===== src/hw/rtl/otm_pkg.sv =====
// Shared constants, types and command/status structs for the overcurrent trip block.
package otm_pkg;

	localparam int CAL_SAMPLES = 9;
	localparam int CAL_CNT_W   = $clog2(CAL_SAMPLES + 1);
	localparam int MEDIAN_IDX  = CAL_SAMPLES / 2;

	localparam int ACCUM_COUNT = 32;
	localparam int ACCUM_SHIFT = $clog2(ACCUM_COUNT);
	localparam int AMP_SCALE   = 10;
	localparam int TRIP_STEP   = ACCUM_COUNT * AMP_SCALE;

	localparam int SAMPLE_W    = 15;
	localparam int HOLD_W      = 8;
	localparam int AMPS_W      = 5;
	localparam int LEVEL_W     = 10;
	localparam int TRIP_SUM_W  = SAMPLE_W + 2;

	localparam logic [SAMPLE_W-1:0] SAMPLE_MAX = {SAMPLE_W{1'b1}};
	localparam logic [LEVEL_W-1:0]  LEVEL_MAX  = {LEVEL_W{1'b1}};

	localparam logic [AMPS_W-1:0]   THRESHOLD_RST = 5'd3;
	localparam logic [HOLD_W-1:0]   HOLD_RST      = 8'd10;
	localparam logic [SAMPLE_W-1:0] LIMIT_RST     = 15'h5000;

	localparam int IN_DATA_W  = 16;
	localparam int IN_USER_W  = 2;
	localparam int OUT_DATA_W = 40;
	localparam int OUT_USED_W = 3 + HOLD_W + SAMPLE_W + LEVEL_W;

	localparam int ADDR_W = 4;
	localparam int DATA_W = 32;

	typedef enum logic [1:0] {
		REG_THRESHOLD = 2'd0,
		REG_HOLD      = 2'd1,
		REG_LIMIT     = 2'd2,
		REG_NONE      = 2'd3
	} reg_idx_t;

	typedef enum logic [1:0] {
		ST_IDLE,
		ST_STEP,
		ST_CAL,
		ST_EMIT
	} state_t;

	typedef struct packed {
		logic load;
		logic step;
		logic cal;
		logic emit;
	} cmd_t;

	typedef struct packed {
		logic cal_fin;
		logic out_busy;
	} status_t;

endpackage


===== src/hw/rtl/otm_ctrl.sv =====
// Sequencer for the overcurrent trip block: accept, step, calibrate, emit.
module otm_ctrl (
	input  logic             clk,
	input  logic             arst_n,
	input  logic             in_valid,
	output logic             in_ready,
	input  otm_pkg::status_t status,
	output otm_pkg::cmd_t    cmd
);

	otm_pkg::state_t state_q;
	otm_pkg::state_t state_next;

	always_ff @(posedge clk or negedge arst_n) begin
		if (!arst_n) begin
			state_q <= otm_pkg::ST_IDLE;
		end else begin
			state_q <= state_next;
		end
	end

	always_comb begin
		state_next = state_q;
		case (state_q)
			otm_pkg::ST_IDLE: begin
				if (in_valid) state_next = otm_pkg::ST_STEP;
			end
			otm_pkg::ST_STEP: begin
				state_next = status.cal_fin ? otm_pkg::ST_CAL : otm_pkg::ST_EMIT;
			end
			otm_pkg::ST_CAL: begin
				state_next = otm_pkg::ST_EMIT;
			end
			otm_pkg::ST_EMIT: begin
				if (!status.out_busy) state_next = otm_pkg::ST_IDLE;
			end
			default: begin
				state_next = otm_pkg::ST_IDLE;
			end
		endcase
	end

	always_comb begin
		cmd      = '0;
		in_ready = 1'b0;
		case (state_q)
			otm_pkg::ST_IDLE: begin
				in_ready = 1'b1;
				cmd.load = in_valid;
			end
			otm_pkg::ST_STEP: begin
				cmd.step = 1'b1;
			end
			otm_pkg::ST_CAL: begin
				cmd.cal = 1'b1;
			end
			otm_pkg::ST_EMIT: begin
				cmd.emit = !status.out_busy;
			end
			default: begin
				cmd = '0;
			end
		endcase
	end

endmodule


===== src/hw/rtl/otm_dp.sv =====
// Datapath: sorted calibration store, offset/trip registers, hold counter, result register.
module otm_dp (
	input  logic                              clk,
	input  logic                              arst_n,
	input  otm_pkg::cmd_t                     cmd,
	output otm_pkg::status_t                  status,
	input  logic [otm_pkg::SAMPLE_W-1:0]      in_sample,
	input  logic                              in_sample_valid,
	input  logic                              in_tick,
	input  logic [otm_pkg::AMPS_W-1:0]        trip_amps,
	input  logic [otm_pkg::HOLD_W-1:0]        hold_ticks,
	input  logic [otm_pkg::SAMPLE_W-1:0]      offset_limit,
	output logic                              out_valid,
	input  logic                              out_ready,
	output logic [otm_pkg::OUT_DATA_W-1:0]    out_data
);

	localparam int N = otm_pkg::CAL_SAMPLES;
	localparam logic [otm_pkg::CAL_CNT_W-1:0] CNT_LAST = otm_pkg::CAL_CNT_W'(N - 1);

	// item registers
	logic [otm_pkg::SAMPLE_W-1:0] sample_s1;
	logic                         valid_s1;
	logic                         tick_s1;

	// calibration store, kept sorted ascending over the first cal_cnt_q entries
	logic [otm_pkg::SAMPLE_W-1:0] store_q [N];
	logic [otm_pkg::SAMPLE_W-1:0] store_next [N];
	logic [N-1:0]                 gt;
	logic [otm_pkg::CAL_CNT_W-1:0] cal_cnt_q;

	logic [otm_pkg::SAMPLE_W-1:0] offset_q;
	logic [otm_pkg::SAMPLE_W-1:0] trip_q;
	logic                         active_q;
	logic                         done_q;
	logic [otm_pkg::HOLD_W-1:0]   hold_q;

	logic                         out_valid_q;
	logic [otm_pkg::OUT_DATA_W-1:0] out_data_q;

	logic                         cal_item;
	logic                         trip_hit;
	logic [otm_pkg::HOLD_W-1:0]   hold_dec;
	logic [otm_pkg::SAMPLE_W-1:0] median;
	logic [otm_pkg::TRIP_SUM_W-1:0] trip_sum;
	logic [otm_pkg::SAMPLE_W-1:0] rel;
	logic [otm_pkg::SAMPLE_W-1:0] rel_shift;
	logic [otm_pkg::LEVEL_W-1:0]  level;

	assign cal_item = valid_s1 && !done_q;
	assign trip_hit = valid_s1 && done_q && active_q && (sample_s1 > trip_q);
	assign hold_dec = (tick_s1 && active_q && (hold_q != '0)) ? hold_q - 1'b1 : hold_q;

	assign status.cal_fin  = cal_item && (cal_cnt_q == CNT_LAST);
	assign status.out_busy = out_valid_q && !out_ready;

	// insertion: every filled entry above the new sample moves up one slot
	always_comb begin
		for (int i = 0; i < N; i++) begin
			gt[i] = (otm_pkg::CAL_CNT_W'(i) < cal_cnt_q) && (store_q[i] > sample_s1);
		end
		for (int i = 0; i < N; i++) begin
			store_next[i] = store_q[i];
			if (otm_pkg::CAL_CNT_W'(i) < cal_cnt_q) begin
				if (gt[i]) begin
					store_next[i] = (i > 0 && gt[(i > 0) ? i - 1 : 0]) ?
						store_q[(i > 0) ? i - 1 : 0] : sample_s1;
				end
			end else if (otm_pkg::CAL_CNT_W'(i) == cal_cnt_q) begin
				store_next[i] = (i > 0 && gt[(i > 0) ? i - 1 : 0]) ?
					store_q[(i > 0) ? i - 1 : 0] : sample_s1;
			end
		end
	end

	assign median   = store_q[otm_pkg::MEDIAN_IDX];
	assign trip_sum = otm_pkg::TRIP_SUM_W'(median)
		+ otm_pkg::TRIP_SUM_W'(trip_amps) * otm_pkg::TRIP_SUM_W'(otm_pkg::TRIP_STEP);

	assign rel       = (sample_s1 > offset_q) ? sample_s1 - offset_q : '0;
	assign rel_shift = rel >> otm_pkg::ACCUM_SHIFT;
	always_comb begin
		if (!valid_s1 || !done_q) begin
			level = '0;
		end else if (rel_shift > otm_pkg::SAMPLE_W'(otm_pkg::LEVEL_MAX)) begin
			level = otm_pkg::LEVEL_MAX;
		end else begin
			level = rel_shift[otm_pkg::LEVEL_W-1:0];
		end
	end

	always_ff @(posedge clk) begin
		if (cmd.load) begin
			sample_s1 <= in_sample;
			valid_s1  <= in_sample_valid;
			tick_s1   <= in_tick;
		end
		if (cmd.step && cal_item) begin
			for (int i = 0; i < N; i++) begin
				store_q[i] <= store_next[i];
			end
		end
		if (cmd.emit) begin
			out_data_q <= {
				(otm_pkg::OUT_DATA_W - otm_pkg::OUT_USED_W)'(0),
				level, offset_q, hold_q, (hold_q != '0), active_q, done_q
			};
		end
	end

	always_ff @(posedge clk or negedge arst_n) begin
		if (!arst_n) begin
			cal_cnt_q   <= '0;
			offset_q    <= '0;
			trip_q      <= '0;
			active_q    <= 1'b0;
			done_q      <= 1'b0;
			hold_q      <= '0;
			out_valid_q <= 1'b0;
		end else begin
			if (cmd.step) begin
				hold_q <= trip_hit ? hold_ticks : hold_dec;
				if (cal_item) cal_cnt_q <= cal_cnt_q + 1'b1;
			end
			if (cmd.cal) begin
				offset_q <= median;
				active_q <= median < offset_limit;
				trip_q   <= (trip_sum > otm_pkg::TRIP_SUM_W'(otm_pkg::SAMPLE_MAX)) ?
					otm_pkg::SAMPLE_MAX : trip_sum[otm_pkg::SAMPLE_W-1:0];
				done_q   <= 1'b1;
			end
			if (cmd.emit) begin
				out_valid_q <= 1'b1;
			end else if (out_ready) begin
				out_valid_q <= 1'b0;
			end
		end
	end

	assign out_valid = out_valid_q;
	assign out_data  = out_data_q;

	a_hold_needs_active: assert property (@(posedge clk) disable iff (!arst_n)
		(hold_q != '0) |-> (active_q && done_q))
		else $error("hold counter running while sensor inactive");

	// the count is full only in the calibration step or once that step has set done
	a_cnt_bound: assert property (@(posedge clk) disable iff (!arst_n)
		(cal_cnt_q <= otm_pkg::CAL_CNT_W'(N)) &&
		(done_q || cmd.cal || cal_cnt_q < otm_pkg::CAL_CNT_W'(N)))
		else $error("calibration count out of range");

	a_trip_above_offset: assert property (@(posedge clk) disable iff (!arst_n)
		done_q |-> (trip_q >= offset_q))
		else $error("trip level below zero offset");

	a_emit_slot_free: assert property (@(posedge clk) disable iff (!arst_n)
		cmd.emit |-> !(out_valid_q && !out_ready))
		else $error("result register overwritten before transaction");

	a_cal_only_once: assert property (@(posedge clk) disable iff (!arst_n)
		cmd.cal |-> !done_q)
		else $error("second calibration");

endmodule


===== src/hw/rtl/overcurrent_trip_median_offset.sv =====
// Top level of the overcurrent trip block with median zero-offset calibration.
// Usage:
//   Input stream s_*: one transaction per step. s_tdata carries the accumulated
//   ADC sample, s_tuser the flags that say what the item holds.
//   Output stream m_*: exactly one result transaction per input transaction,
//   in order.
//   APB port: trip amps at 0x0, hold ticks at 0x4, offset limit at 0x8;
//   write only while no item is in flight.
// Timing:
//   After acceptance an item passes the step and emit states before the next
//   acceptance; the item that completes calibration also passes the cal state,
//   which fixes the median, the active flag and the trip level. The emit state
//   registers the result. The step sequencer handles one item at a time.
//   Calibration samples are insertion-sorted into a 9-entry store as they arrive.
// Reset:
//   arst_n clears the sequencer, calibration state and hold counter, and loads
//   the register defaults (3 A, 10 ticks, limit 0x5000).
// Stall:
//   A result waits in the output register; the next item is still accepted and
//   processed, then held in its emit step until m_tready frees the register.
module overcurrent_trip_median_offset (
	input  logic                              clk,
	input  logic                              arst_n,
	// [14:0] sample, [15] zero
	input  logic [otm_pkg::IN_DATA_W-1:0]     s_tdata,
	// [0] sample_valid, [1] tick
	input  logic [otm_pkg::IN_USER_W-1:0]     s_tuser,
	input  logic                              s_tvalid,
	output logic                              s_tready,
	// [0] calibrated, [1] sensor_active, [2] cutoff, [10:3] hold_remaining,
	// [25:11] zero_offset, [35:26] current_level, [39:36] zero
	output logic [otm_pkg::OUT_DATA_W-1:0]    m_tdata,
	output logic                              m_tvalid,
	input  logic                              m_tready,
	input  logic                              psel,
	input  logic                              penable,
	input  logic                              pwrite,
	input  logic [otm_pkg::ADDR_W-1:0]        paddr,
	input  logic [otm_pkg::DATA_W-1:0]        pwdata,
	output logic [otm_pkg::DATA_W-1:0]        prdata,
	output logic                              pready
);

	logic [otm_pkg::AMPS_W-1:0]   threshold_q;
	logic [otm_pkg::HOLD_W-1:0]   hold_ticks_q;
	logic [otm_pkg::SAMPLE_W-1:0] limit_q;
	otm_pkg::reg_idx_t            reg_idx;
	logic                         wr_en;

	otm_pkg::cmd_t    cmd;
	otm_pkg::status_t status;

	assign pready  = 1'b1;
	assign reg_idx = otm_pkg::reg_idx_t'(paddr[3:2]);
	assign wr_en   = psel && penable && pwrite && pready;

	always_ff @(posedge clk or negedge arst_n) begin
		if (!arst_n) begin
			threshold_q  <= otm_pkg::THRESHOLD_RST;
			hold_ticks_q <= otm_pkg::HOLD_RST;
			limit_q      <= otm_pkg::LIMIT_RST;
		end else if (wr_en) begin
			case (reg_idx)
				otm_pkg::REG_THRESHOLD: threshold_q  <= pwdata[otm_pkg::AMPS_W-1:0];
				otm_pkg::REG_HOLD:      hold_ticks_q <= pwdata[otm_pkg::HOLD_W-1:0];
				otm_pkg::REG_LIMIT:     limit_q      <= pwdata[otm_pkg::SAMPLE_W-1:0];
				default: begin
				end
			endcase
		end
	end

	always_comb begin
		case (reg_idx)
			otm_pkg::REG_THRESHOLD: prdata = otm_pkg::DATA_W'(threshold_q);
			otm_pkg::REG_HOLD:      prdata = otm_pkg::DATA_W'(hold_ticks_q);
			otm_pkg::REG_LIMIT:     prdata = otm_pkg::DATA_W'(limit_q);
			default:                prdata = '0;
		endcase
	end

	otm_ctrl u_ctrl (
		.clk      (clk),
		.arst_n   (arst_n),
		.in_valid (s_tvalid),
		.in_ready (s_tready),
		.status   (status),
		.cmd      (cmd)
	);

	otm_dp u_dp (
		.clk             (clk),
		.arst_n          (arst_n),
		.cmd             (cmd),
		.status          (status),
		.in_sample       (s_tdata[otm_pkg::SAMPLE_W-1:0]),
		.in_sample_valid (s_tuser[0]),
		.in_tick         (s_tuser[1]),
		.trip_amps       (threshold_q),
		.hold_ticks      (hold_ticks_q),
		.offset_limit    (limit_q),
		.out_valid       (m_tvalid),
		.out_ready       (m_tready),
		.out_data        (m_tdata)
	);

endmodule


===== config.mk =====
export PLATFORM = sky130hd
export DESIGN_NAME = overcurrent_trip_median_offset
export DESIGN_NICKNAME = d
export VERILOG_FILES = /design/src/hw/rtl/otm_pkg.sv /design/src/hw/rtl/otm_ctrl.sv /design/src/hw/rtl/otm_dp.sv /design/src/hw/rtl/overcurrent_trip_median_offset.sv
export SDC_FILE = /design/constraint.sdc
export NUM_CORES = 1
export LEC_CHECK = 0
export BUFFER_PORTS_ARGS = -buffer_cell sky130_fd_sc_hd__clkbuf_2
export CAP_MARGIN = 5
export CORE_AREA = 2 2 145 147
export CTS_CLUSTER_DIAMETER = 100
export DETAILED_ROUTE_END_ITERATION = 12
export DIE_AREA = 0 0 147 149
export PLACE_DENSITY_LB_ADDON = 0.12
export SLEW_MARGIN = 20
export SYNTH_ARGS = -nofsm -noshare
export SYNTH_HDL_FRONTEND = slang
export SYNTH_SLANG_ARGS = --single-unit

===== constraint.sdc =====
create_clock -name clk -period 4.1 [get_ports clk]
set_input_delay 0.615 -clock clk [delete_from_list [all_inputs] [get_ports clk]]
set_output_delay 0.615 -clock clk [all_outputs]
set_load 0.005 [all_outputs]

== Word-level counts from Yosys, hierarchy flattened ==
Memory sizes are Yosys's and may differ from the RTL's.
Index checks and enable logic that the tools add are counted.

* Memory bits (writable): 135
* Flip-flop bits (word level): 128
* Output and inout port bits: 75
* Word-level logic and storage cells: 152
* Memories kept: 1

{| class="wikitable"
|+ Memory list
! name !! depth !! bits a word !! rd ports !! clocked after memory_dff !! write ports !! line !! text
|-
| u_dp.store_q || 9 || 15 || 9 || 0 || 9 || otm_dp.sv:27 || <nowiki>logic [otm_pkg::SAMPLE_W-1:0] store_q [N];</nowiki>
|}

* $mul: 1
* $lt $le $gt $ge: 23
* $add $sub $neg: 4
* Reductions and logical operators: 37
* Eq/ne operators: 16
* Mux-type cells: 54

{| class="wikitable"
|+ Operators by type and width
! operator !! count
|-
| $mux W15 || 37
|-
| $gt A15 B15 Y1 || 11
|-
| $pmux W15 S3 || 1
|-
| $logic_and A1 B1 Y1 || 20
|-
| $gt A17 B15 Y1 const B || 1
|-
| $add A15 B14 Y16 || 1
|-
| $eq A3 B4 Y1 const A || 4
|-
| $lt A3 B4 Y1 const A || 4
|-
| $mux W8 || 2
|-
| $lt A15 B15 Y1 || 1
|-
| $sub A15 B15 Y15 || 1
|-
| $reduce_and A2 Y1 || 6
|-
| $gt A10 B10 Y1 const B || 1
|-
| $mux W1 || 10
|-
| $mux W10 || 1
|-
| $eq A2 B4 Y1 const A || 2
|-
| $lt A1 B4 Y1 const A || 2
|-
| $lt A2 B4 Y1 const A || 2
|-
| $mul A5 B3 Y8 const B || 1
|-
| $pmux W2 S4 || 1
|-
| $reduce_bool A8 Y1 || 1
|-
| $sub A8 B1 Y8 const B || 1
|-
| $eq A2 B2 Y1 const B || 3
|-
| $add A4 B1 Y4 const B || 1
|-
| 12 further kinds || 20
|}

== Logic depth before layout (Yosys ltp) ==
Gate-level depths: netlist of the first run.
An unclocked memory read counts as a cell.

* Depth after elaboration: 6
* Mapped depth: 13

== Cells and area by module ==
A second synthesis of the first run with hierarchy kept.

* Cells, all modules: 1,009
* Area total of the unflattened synthesis: 12,012.8 um^2

{| class="wikitable"
|+ By module, submodules not included
! module !! cells each !! area an instance (um^2) !! instances !! seq. area each (um^2)
|-
| otm_dp || 879 || 10,364.9 || 1 || 4,969.8
|-
| overcurrent_trip_median_offset || 111 || 1,443.9 || 1 || 708.2
|-
| otm_ctrl || 19 || 203.9 || 1 || 50.0
|}

== Least setup slack after synthesis of the first run ==
No wires, ideal clock.

* Path kind: flip-flop to flip-flop
* Start point: register threshold_q[1] (netlist name)
* End point: register u_dp.trip_q[10] (netlist name)
* Library setup time: 0.143 ns
* Path buffers: 1
* Arrival: 2.881 ns
* Path slack: 1.076 ns
* Stages on the path, launching flop included: 13
* Cell sequence: dfstp_2 -> ha_1 -> ha_1 -> fa_1 -> xor2_1 -> ha_1 -> o21ai_0 -> nand2b_1 -> a21boi_0 -> a31oi_1 -> or2_2 -> clkbuf_1 -> o211ai_1

* Longest elaborated chain between the ends: 4

{| class="wikitable"
|+ Ends and longest elaborated chain
! what !! line !! text
|-
| from (decl) || overcurrent_trip_median_offset.sv:44 || <nowiki>logic [otm_pkg::AMPS_W-1:0] threshold_q;</nowiki>
|-
| from (signal assigned) || overcurrent_trip_median_offset.sv:59 || <nowiki>threshold_q <= otm_pkg::THRESHOLD_RST;</nowiki>
|-
| from (signal assigned) || overcurrent_trip_median_offset.sv:64 || <nowiki>otm_pkg::REG_THRESHOLD: threshold_q <= pwdata[otm_pkg::AMPS_W-1:0];</nowiki>
|-
| $mul A5 B3 Y8 * || otm_dp.sv:78 || <nowiki>+ otm_pkg::TRIP_SUM_W'(trip_amps) * otm_pkg::TRIP_SUM_W'(otm_pkg::TRIP_STEP);</nowiki>
|-
| $add A15 B14 Y16 * || otm_dp.sv:78 ||
|-
| $gt A17 B15 Y1 || otm_dp.sv:128 || <nowiki>trip_q <= (trip_sum > otm_pkg::TRIP_SUM_W'(otm_pkg::SAMPLE_MAX)) ?</nowiki>
|-
| $mux W15 * || otm_dp.sv:128 ||
|-
| to (signal assigned) || otm_dp.sv:128 ||
|-
| to (decl) || otm_dp.sv:33 || <nowiki>logic [otm_pkg::SAMPLE_W-1:0] trip_q;</nowiki>
|}

Mark *: on every way between the ends. The rest lies on a longest branch, timed or not.
A chain may end at the register's enable or synchronous reset.

==> results.toml, run 1 <==
[drt]
wl_per_cell_um = 17.68
routed_via_density = 5.616
routed.top_layer = "met4"
drc = 0
wl_met3_um = 866
drt_first_pass_iters = 4
wl_met1_um = 11210
num_vias = 7980
dr_wl_met2_um = 12010
drt_iter0_drc = 418
final_antenna_net_count = 0
wl_um = 25130

[logic_synthesis]
synth_edf_count = 128
yosysTopAreaCell = "edfxtp_1"
synthAdderAreaFrac_pct = 15.51
synth_top_area_share_pct = 32.59
synth_compound_area_share_pct = 11.90
synth.cell_area_mm2 = 0.01179
synth_cell_types = 67
synthMuxAreaShare_pct = 8.402
synth_xor_area_share_pct = 1.040
seq_area_frac_synth_pct = 48.57
synth_cells = 1018
yosysWarnings = 0
ys_async_sr_fraction_pct = 36.95
synth_top_family_by_area = "adder cells"
synthTopCellsByArea = "edfxtp_1 33%, ha_1 15%, dfrtp_1 15%"
syn_avg_cell_area_um2 = 11.59
ys.flop_type = "edfxtp_1"
yosys.area_share.simple_pct = 9.537
synth-seq-cells = 203

[floorplan]
start_util_pct = 57.37
core_area_mm2 = 0.02056
die_h_um = 149
dieArea_mm2 = 0.02190
placementRows = 53
fp.dieW_um = 147
ios = 136

[power]
ir_drop_mv = 0.4229
power_mw = 7.801
p_leak_nw = 5.734
power.density_mw_per_mm2 = 586.1

[sta]
slew_headroom_pct = 33.78
final_hold_viol_count = 0
setup_violations = 0
maxSlewViolCount = 0
hold-worst-slack_ns = 0.02010
worst_pin_slew_ns = 0.9890
tns_ns = 0
post-route-period-util_pct = 78.97
rsz0062_at_grt = "no"
fmaxAchievable_mhz = 308.8
finClkSkew_ns = 0.01799
min_period_ns = 3.238
setup_ws_ns = 0.8622

[run]
max_cap_violations = 0

[worst_setup_path]
cp-start-kind = "flip-flop"
cpPeakStageDelay_ns = 0.72
cp-end-kind = "flip-flop"
slowest_stage = "o211ai_2"
crit_path_frequent_cell = "o21ai_0"
path_cells = "inv_1, ha_1, a41oi_1, o21ai_0, a31oi_1, o21ai_0, o211ai_2, mux2_2"
critical_path_class = "reg2reg"
cp_data_required_time_ns = 4.36
cp_data_arrival_time_ns = 3.49
crit_fanout = 15

[clocking]
post_cts_buffers = 0
cts_num_sinks = 203
cts_buffers = 22
cts.path.max_buffers = 3
ctsHoldBuffers = 0
cts_resized = 0
cts_tree = "yes"
cts_root_buffer = "clkbuf_16"
htree_levels = 1
clk_pin_slew_ns = 0.06
clkLatencyLatePin_ns = 0.51

[grt]
antenna_found_initial = 0
track_usage_pct = 23.44
grt_pass1_vias = 7930
grt_max_degree = 76
grt_overflow = 0
grt_pass1_wl_um = 40560

[final_layout]
drive_gt1_share_pct = 20.24
finalNetCount = 1336
antenna_cells = 0
synthToLayoutAreaGrowth_pct = 12.87
ff_latch_area_mm2 = 0.005728
fin_area_mm2 = 0.01331
fillers = 1625
final_common_cell = "ha_1"
multi_input_area_mm2 = 0.005559
final_cell_mix = "143 x ha_1, 128 x edfxtp_1, 92 x clkbuf_2"

[placement]
post_dp_cell_area_mm2 = 0.01255
place.gp.congestion = 0.8919
portBuffers = 93
pre_cts_ws_ns = 0.8795
dp_hpwl_um = 19520

[min_path]
holdCritPathClass = "in2async"

[run_status]
status = "finished, final reports clean"
-- registers in the layout, summed over array words and instances (netlist names) --
register and cells:
hold_ticks_q 8, u_dp.out_data 36, u_dp.done_q 1, u_dp.hold_q 8, u_ctrl.state_q 2, u_dp.out_valid 1
u_dp.tick_s1 1, u_dp.trip_q 15, u_dp.valid_s1 1, threshold_q 5, u_dp.store_q 75, u_dp.active_q 1
u_dp.cal_cnt_q 4, limit_q 15, u_dp.sample_s1 15, u_dp.offset_q 15
-- worst paths after layout --
kind                                    from                  end  slack (ns)  cells past startpoint
max                        u_dp.sample_s1[8]  u_dp.store_q[0][27]        0.86                      8
max reg2reg                u_dp.sample_s1[8]  u_dp.store_q[0][27]        0.86                      8
min                                   arst_n    u_ctrl.state_q[0]        0.02                      1
min reg2reg                 u_dp.offset_q[1]    u_dp.out_data[12]        0.45                      0
min in group clk                  s_tdata[5]    u_dp.sample_s1[5]        0.28                      1
max in group asynchronous             arst_n       threshold_q[1]        3.46                      2
-- per-layer routing --
metal	global-route usage [%]	up-vias
met2	40.23	163
met4	9.423	0
met3	3.089	63
met1	30.41	3799
met5	0	-
li1	-	3955
-- per-stage QoR --
| step | instances | utilization [%] |
|---|---|---|
| global placement | 1380 | 61.05 |
| global route | 1421 | 64.75 |
| detailed placement | 1380 | 61.05 |
| CTS | 1420 | 64.62 |
| floorplan | 1038 | - |
| finish | 1421 | 64.75 |
-- synthesized netlist by cell type (all sizes together) (18+ instances only) --
master    n
nor3     21
nor2     32
nand4    19
dfrtp    69
inv      84
a21oi    38
buf      28
a21o     18
edfxtp  128
ha      143
mux2i    18
mux2     72
nand2    69
o21ai    72
-- power breakdown --
part / internal (mW) / leakage (nW) / switching (mW)
registers: 2.75 / 2.05 / 0.271
logic: 1.18 / 3.33 / 1.58
clock network: 1.23 / 0.354 / 0.779
-- final cells by class --
class | count | area share (%)
Sequential cell | 203 | 43.03
Multi-Input combinational cell | 707 | 41.76
Timing Repair Buffer | 112 | 4.737
Clock buffer | 31 | 4.624
Tap cell | 275 | 2.585
Inverter | 84 | 2.369
Clock inverter | 9 | 0.8929
-- kinds of logic (layout without fill, tap and decap cells) --
logic type | after synthesis | count (layout)
flip-flops | 203 | 203
multiplexers | 90 | 90
buffers and inverters | 128 | 236
AND/OR/NAND/NOR | 223 | 223
other | 2 | 22
adder cells (fa/ha/maj) | 145 | 145
AO/OA/AOI/OAI | 213 | 213
XOR/XNOR | 14 | 14
-- worst max-delay path: cells and delay by family (launching register included) --
kind                       cells  cell delay, ns
AOI/OAI and AO/OA              5            1.35
adders and majority gates      1            0.37
buffers and inverters          1            0.25
DFF                            1            0.60
muxes                          1            0.42
No activity file was read; power rests on OpenSTA's default activity.
==> run 2: changes to the inputs <==
Clock period 4.1 ns to 3.2 ns, I/O delays scaled along.
==> run 2 against run 1 <==
Register-to-register slack worse by 0.72 ns. Setup slack worse by 0.72 ns. First-iteration DRC count up 1.9%. Final area up 1.4%. Fmax up 5.9%. Power up 31%. Final cell count up 1.3%. Clock power up 34%. Combinational power up 32%. Flip-flop and latch count unchanged. Via count up 0.79%. Highest routed layer unchanged.
==> results.toml, run 2 (same netlist as run 1, synthesis figures left out) <==
[power]
p_leak_nw = 5.837
p_seq_share_pct = 37.6
p_comb_share_pct = 36.0
switching_power_mw = 3.472
clkPwrFrac_pct = 26.4
swShare_pct = 34.05
ir_drop_mv = 0.4873
power_mw = 10.20
power.density_mw_per_mm2 = 755.5
p_int_mw = 6.726

[grt]
antenna_found_initial = 0
grt_pass1_wl_um = 40790
grt_pass1_vias = 8064
grt_overflow = 0
grt_max_degree = 76
track_usage_pct = 23.56

[drt]
wl_um = 25720
num_vias = 8043
drt_first_pass_iters = 5
drt_iter0_drc = 426
wl_per_cell_um = 17.86
routed_via_density = 5.585
drc = 0
final_antenna_net_count = 0

[worst_setup_path]
reg2regPathDepth = 11
reg2reg_to = "u_dp.trip_q[5]"
cp-end-kind = "flip-flop"
critical_path_class = "reg2reg"
reg2reg_from = "threshold_q[1]"
cp_data_arrival_time_ns = 3.49
reg2reg_slack_ns = 0.14
cp-start-kind = "flip-flop"
crit_fanout = 6
cp_data_required_time_ns = 3.64

[floorplan]
start_util_pct = 57.37
core_area_mm2 = 0.02056
dieArea_mm2 = 0.02190
fp.dieW_um = 147
die_h_um = 149
placementRows = 53
ios = 136

[clocking]
clkLatencyLatePin_ns = 0.52
cts_buffers = 23
cts.path.max_buffers = 3
cts_root_buffer = "clkbuf_16"
cts_num_sinks = 203
htree_levels = 1
clk_pin_slew_ns = 0.06
post_cts_buffers = 0
cts_tree = "yes"

[min_path]
hold_end = "u_dp.sample_s1[12]"
holdCritStartpoint = "s_tdata[12]"
holdCritPathClass = "in2reg"
holdPathStages = 1

[final_layout]
final_common_cell = "ha_1"
antenna_cells = 0
synthToLayoutAreaGrowth_pct = 14.45
largest_reg_flops = 75
finalNetCount = 1354
drive_gt1_share_pct = 21.80
fin_cells = 1440
top_register = "u_dp.store_q"
final_cell_mix = "143 x ha_1, 128 x edfxtp_1, 92 x clkbuf_2"

[run]
max_cap_violations = 0

[sta]
final_hold_viol_count = 0
maxSlewViolCount = 0
slew_headroom_pct = 52.18
post-route-period-util_pct = 95.53
setup_violations = 0
finClkSkew_ns = 0.01269
worst_pin_slew_ns = 0.7142
rsz0062_at_grt = "yes"
min_period_ns = 3.057
fmaxAchievable_mhz = 327.1

[run_status]
status = "finished, final reports clean"

[placement]
numPlacedInstances = 1395
dp_hpwl_um = 19790
place.gp.congestion = 0.8879
portBuffers = 93
-- run 2: how the worst max path moves through the flow --
stage                   start         endpoint  slack (ns)  cells after the start
2_1_floorplan  threshold_q[1]  u_dp.trip_q[10]        0.18                     12
3_3_place_gp   threshold_q[1]   u_dp.trip_q[2]        0.13                     11
3_5_place_dp   threshold_q[1]   u_dp.trip_q[7]        0.06                     11
4_1_cts        threshold_q[1]   u_dp.trip_q[7]        0.05                     11
5_1_grt        threshold_q[1]  u_dp.trip_q[10]      -0.003                     10
6_report       threshold_q[1]   u_dp.trip_q[5]        0.14                     11
-- run 2: per-stage QoR --
stage | area, um^2 | worst slack [ns] | utilization [%] | TNS [ns] | hold slack [ns]
after floorplan | 11870 | 0.1760 | - | 0 | 0.1844
after global placement | 12660 | 0.1310 | 61.59 | 0 | 0.4304
after detailed placement | 12660 | 0.06240 | 61.59 | 0 | 0.4324
after CTS | 13440 | 0.04550 | 65.39 | 0 | 0.1157
after global routing | 13500 | -0.002622 | 65.66 | -0.002622 | 0.1192
final | 13500 | 0.1431 | 65.66 | 0 | 0.1330
-- run 2: cell type report --
| cell class | instances | area, um^2 |
|---|---|---|
| fillers | 1613 | 7059 |
| flip-flops and latches | 203 | 5728 |
| multi-input cells | 708 | 5578 |
| repair buffers | 128 | 753.2 |
| clock buffers | 32 | 673.1 |
| well taps | 275 | 344.1 |
| inverters | 84 | 315.3 |
| clock inverters | 10 | 106.4 |
-- run 2: critical path, cell delays in order (launching register included) --
cell and delay (ns):
dfstp_2 0.58, ha_1 0.25, ha_1 0.23, fa_1 0.41
xor2_1 0.18, ha_1 0.33, o21ai_1 0.07, nand2b_1 0.09
a21boi_2 0.19, a31oi_2 0.13, or2_2 0.39, o211ai_1 0.11
-- run 2: per-layer routing --
metal,global-route usage (%),vias to the layer above,part of all wire [%]
met5,0,-,0
met4,8.125,0,3.0
met3,3.333,53,3.9
met2,41.90,146,50
met1,29.72,3859,44
li1,-,3985,-
-- run 2: repair_timing --
| action | CTS | global route |
|---|---|---|
| endpoints found under the hold margin | 0 | 28 |
| gates resized for setup | 0 | 6 |
| setup endpoints to repair | 0 | 13 |
| hold buffers | 0 | 1 |
-- run 2: power by group through the flow --
stage / combinational, mW / sequential [mW] / clock, mW
floorplan: 2.59 / 3.85 / 0
global placement: 3.53 / 3.86 / 0
detailed placement: 3.62 / 3.88 / 0
CTS: 3.64 / 3.83 / 2.75
global route: 4.15 / 3.90 / 2.85
finish: 3.67 / 3.84 / 2.69
==> run 3: changes to the inputs <==
Settings changed: RECOVER_POWER from default to 50.
==> run 3 against run 2 <==
The run now ends with max-capacitance violations, max-slew violations left. Core utilization fell by 0.44 points. Largest power group unchanged. Sequential power barely moved. Register-to-register slack barely moved. Critical path type unchanged. Power fell by 0.39%. Count of clock-buffer cells in the layout did not move.
==> results.toml, run 3 (same netlist as run 1, synthesis figures left out) <==
[worst_setup_path]
path_buf_inv = 0
slowest_stage = "dfstp_2"
cp_num_cells = 11
reg2reg_to = "u_dp.trip_q[5]"
cp_data_arrival_time_ns = 3.49
path_cells = "ha_1, ha_1, fa_1, xor2_1, ha_1, o21ai_1, nand2b_1, a21boi_2, a31oi_2, or2_2, o211ai_1"
cp-end-kind = "flip-flop"
crit_start = "threshold_q[1]"
crit_fanout = 6
crit_path_frequent_cell = "ha_1"
crit_family = "adder cells"
cp_data_required_time_ns = 3.64
reg2reg_from = "threshold_q[1]"
crit_end = "u_dp.trip_q[5]"
cpPeakStageDelay_ns = 0.58
reg2regPathDepth = 11
critical_path_class = "reg2reg"
reg2reg_slack_ns = 0.15
cp-start-kind = "flip-flop"

[drt]
num_vias = 8057
wl_um = 25680
final_antenna_net_count = 0
drt_iter0_drc = 374
drc = 0
routed_via_density = 5.595
drt_first_pass_iters = 4
wl_per_cell_um = 17.83

[final_layout]
synthToLayoutAreaGrowth_pct = 13.67
fin_area_mm2 = 0.01341
fin_cells = 1440
largest_reg_flops = 75
final_cell_mix = "143 x ha_1, 128 x edfxtp_1, 84 x inv_1"
final_common_cell = "ha_1"
drive_gt1_share_pct = 19.06
antenna_cells = 0
fillers = 1648
finalNetCount = 1354
postLayoutCoreUtil_pct = 65.22
top_register = "u_dp.store_q"

[floorplan]
placementRows = 53
start_util_pct = 57.37
dieArea_mm2 = 0.02190
core_area_mm2 = 0.02056
ios = 136
die_h_um = 149
fp.dieW_um = 147

[sta]
finClkSkew_ns = 0.01467
worst_pin_slew_ns = 1.928
slew_headroom_pct = -28.53
post-route-period-util_pct = 95.37
fmaxAchievable_mhz = 327.7
final_hold_viol_count = 0
setup_violations = 0
maxSlewViolCount = 69
min_period_ns = 3.052
rsz0062_at_grt = "yes"

[clocking]
cts_num_sinks = 203
htree_levels = 1
post_cts_buffers = 0
clk_pin_slew_ns = 0.06
cts_buffers = 23
clkLatencyLatePin_ns = 0.53
cts_tree = "yes"
cts.path.max_buffers = 3
cts_root_buffer = "clkbuf_16"

[placement]
numPlacedInstances = 1395
post_dp_cell_area_mm2 = 0.01266
dp_hpwl_um = 19790
place.gp.congestion = 0.8879
portBuffers = 93

[grt]
antenna_found_initial = 0
grt_max_degree = 76
grt_pass1_wl_um = 40790
grt_overflow = 0
track_usage_pct = 23.56
grt_pass1_vias = 8064

[run_status]
violations = "max-capacitance violations, max-slew violations"
status = "finished with violations"

[power]
ir_drop_mv = 0.4818
p_leak_nw = 5.736
power_mw = 10.16
power.density_mw_per_mm2 = 757.7

[min_path]
holdCritPathClass = "in2reg"

[run]
max_cap_violations = 2
==> run 3: cell types whose count changed in the layout (fill, tap and decap cells not counted), sizes merged <==
cell / delta
clkbuf: +17
buf: -17
==> run 3: worst min-delay path by stage <==
stage / depth (start not counted) / slack [ns] / end / start
2_1_floorplan: 0 / 0.18 / hold_ticks_q[0] / arst_n
3_3_place_gp: 0 / 0.43 / u_dp.out_data[17] / u_dp.offset_q[6]
3_5_place_dp: 0 / 0.43 / u_dp.out_data[17] / u_dp.offset_q[6]
4_1_cts: 1 / 0.12 / u_dp.sample_s1[12] / s_tdata[12]
5_1_grt: 1 / 0.12 / u_dp.sample_s1[11] / s_tdata[11]
6_report: 1 / 0.13 / u_dp.sample_s1[12] / s_tdata[12]
==> run 3: metrics by stage <==
| stage | setup TNS, ns | setup WS (ns) | hold slack [ns] |
|---|---|---|---|
| floorplan | 0 | 0.1760 | 0.1844 |
| global placement | 0 | 0.1310 | 0.4304 |
| detailed placement | 0 | 0.06240 | 0.4324 |
| CTS | 0 | 0.04550 | 0.1157 |
| global route | -0.002622 | -0.002622 | 0.1192 |
| finish | 0 | 0.1483 | 0.1313 |
==> run 3: report_power, final <==
group / switching, mW / leakage (nW) / internal [mW]
clock network: 1.06 / 0.375 / 1.63
registers: 0.311 / 2.05 / 3.53
logic: 2.09 / 3.31 / 1.53
total: 3.46 / 5.74 / 6.69
==> run 3: repair_timing <==
item,in CTS,in global routing
hold buffers,0,1
setup endpoints to repair,0,13
endpoints found under the hold margin,0,28
resized for setup,0,6
==> run 3: worst reg2reg max path: stages, from the launching register on <==
cell and delay [ns]:
dfstp_2 0.58, ha_1 0.25, ha_1 0.23, fa_1 0.41, xor2_1 0.18, ha_1 0.33
o21ai_1 0.07, nand2b_1 0.09, a21boi_2 0.19, a31oi_2 0.13, or2_2 0.39, o211ai_1 0.11
==> run 3: routing by layer <==
layer  track usage [%]  share of wire (%)  wire [um]
met4             8.125                3.0        776
met3             3.333                4.2       1087
met5                 0                  0          0
met1             29.72                 43      11040
met2             41.90                 50      12780
==> run 3: layout make-up <==
class / instances / area, um^2 / area share [%]
Tap cell: 275 / 344.1 / 2.566
Timing Repair Buffer: 128 / 675.6 / 5.040
Clock buffer: 32 / 673.1 / 5.021
Sequential cell: 203 / 5728 / 42.73
Clock inverter: 10 / 106.4 / 0.7933
Inverter: 84 / 315.3 / 2.352
Multi-Input combinational cell: 708 / 5564 / 41.50
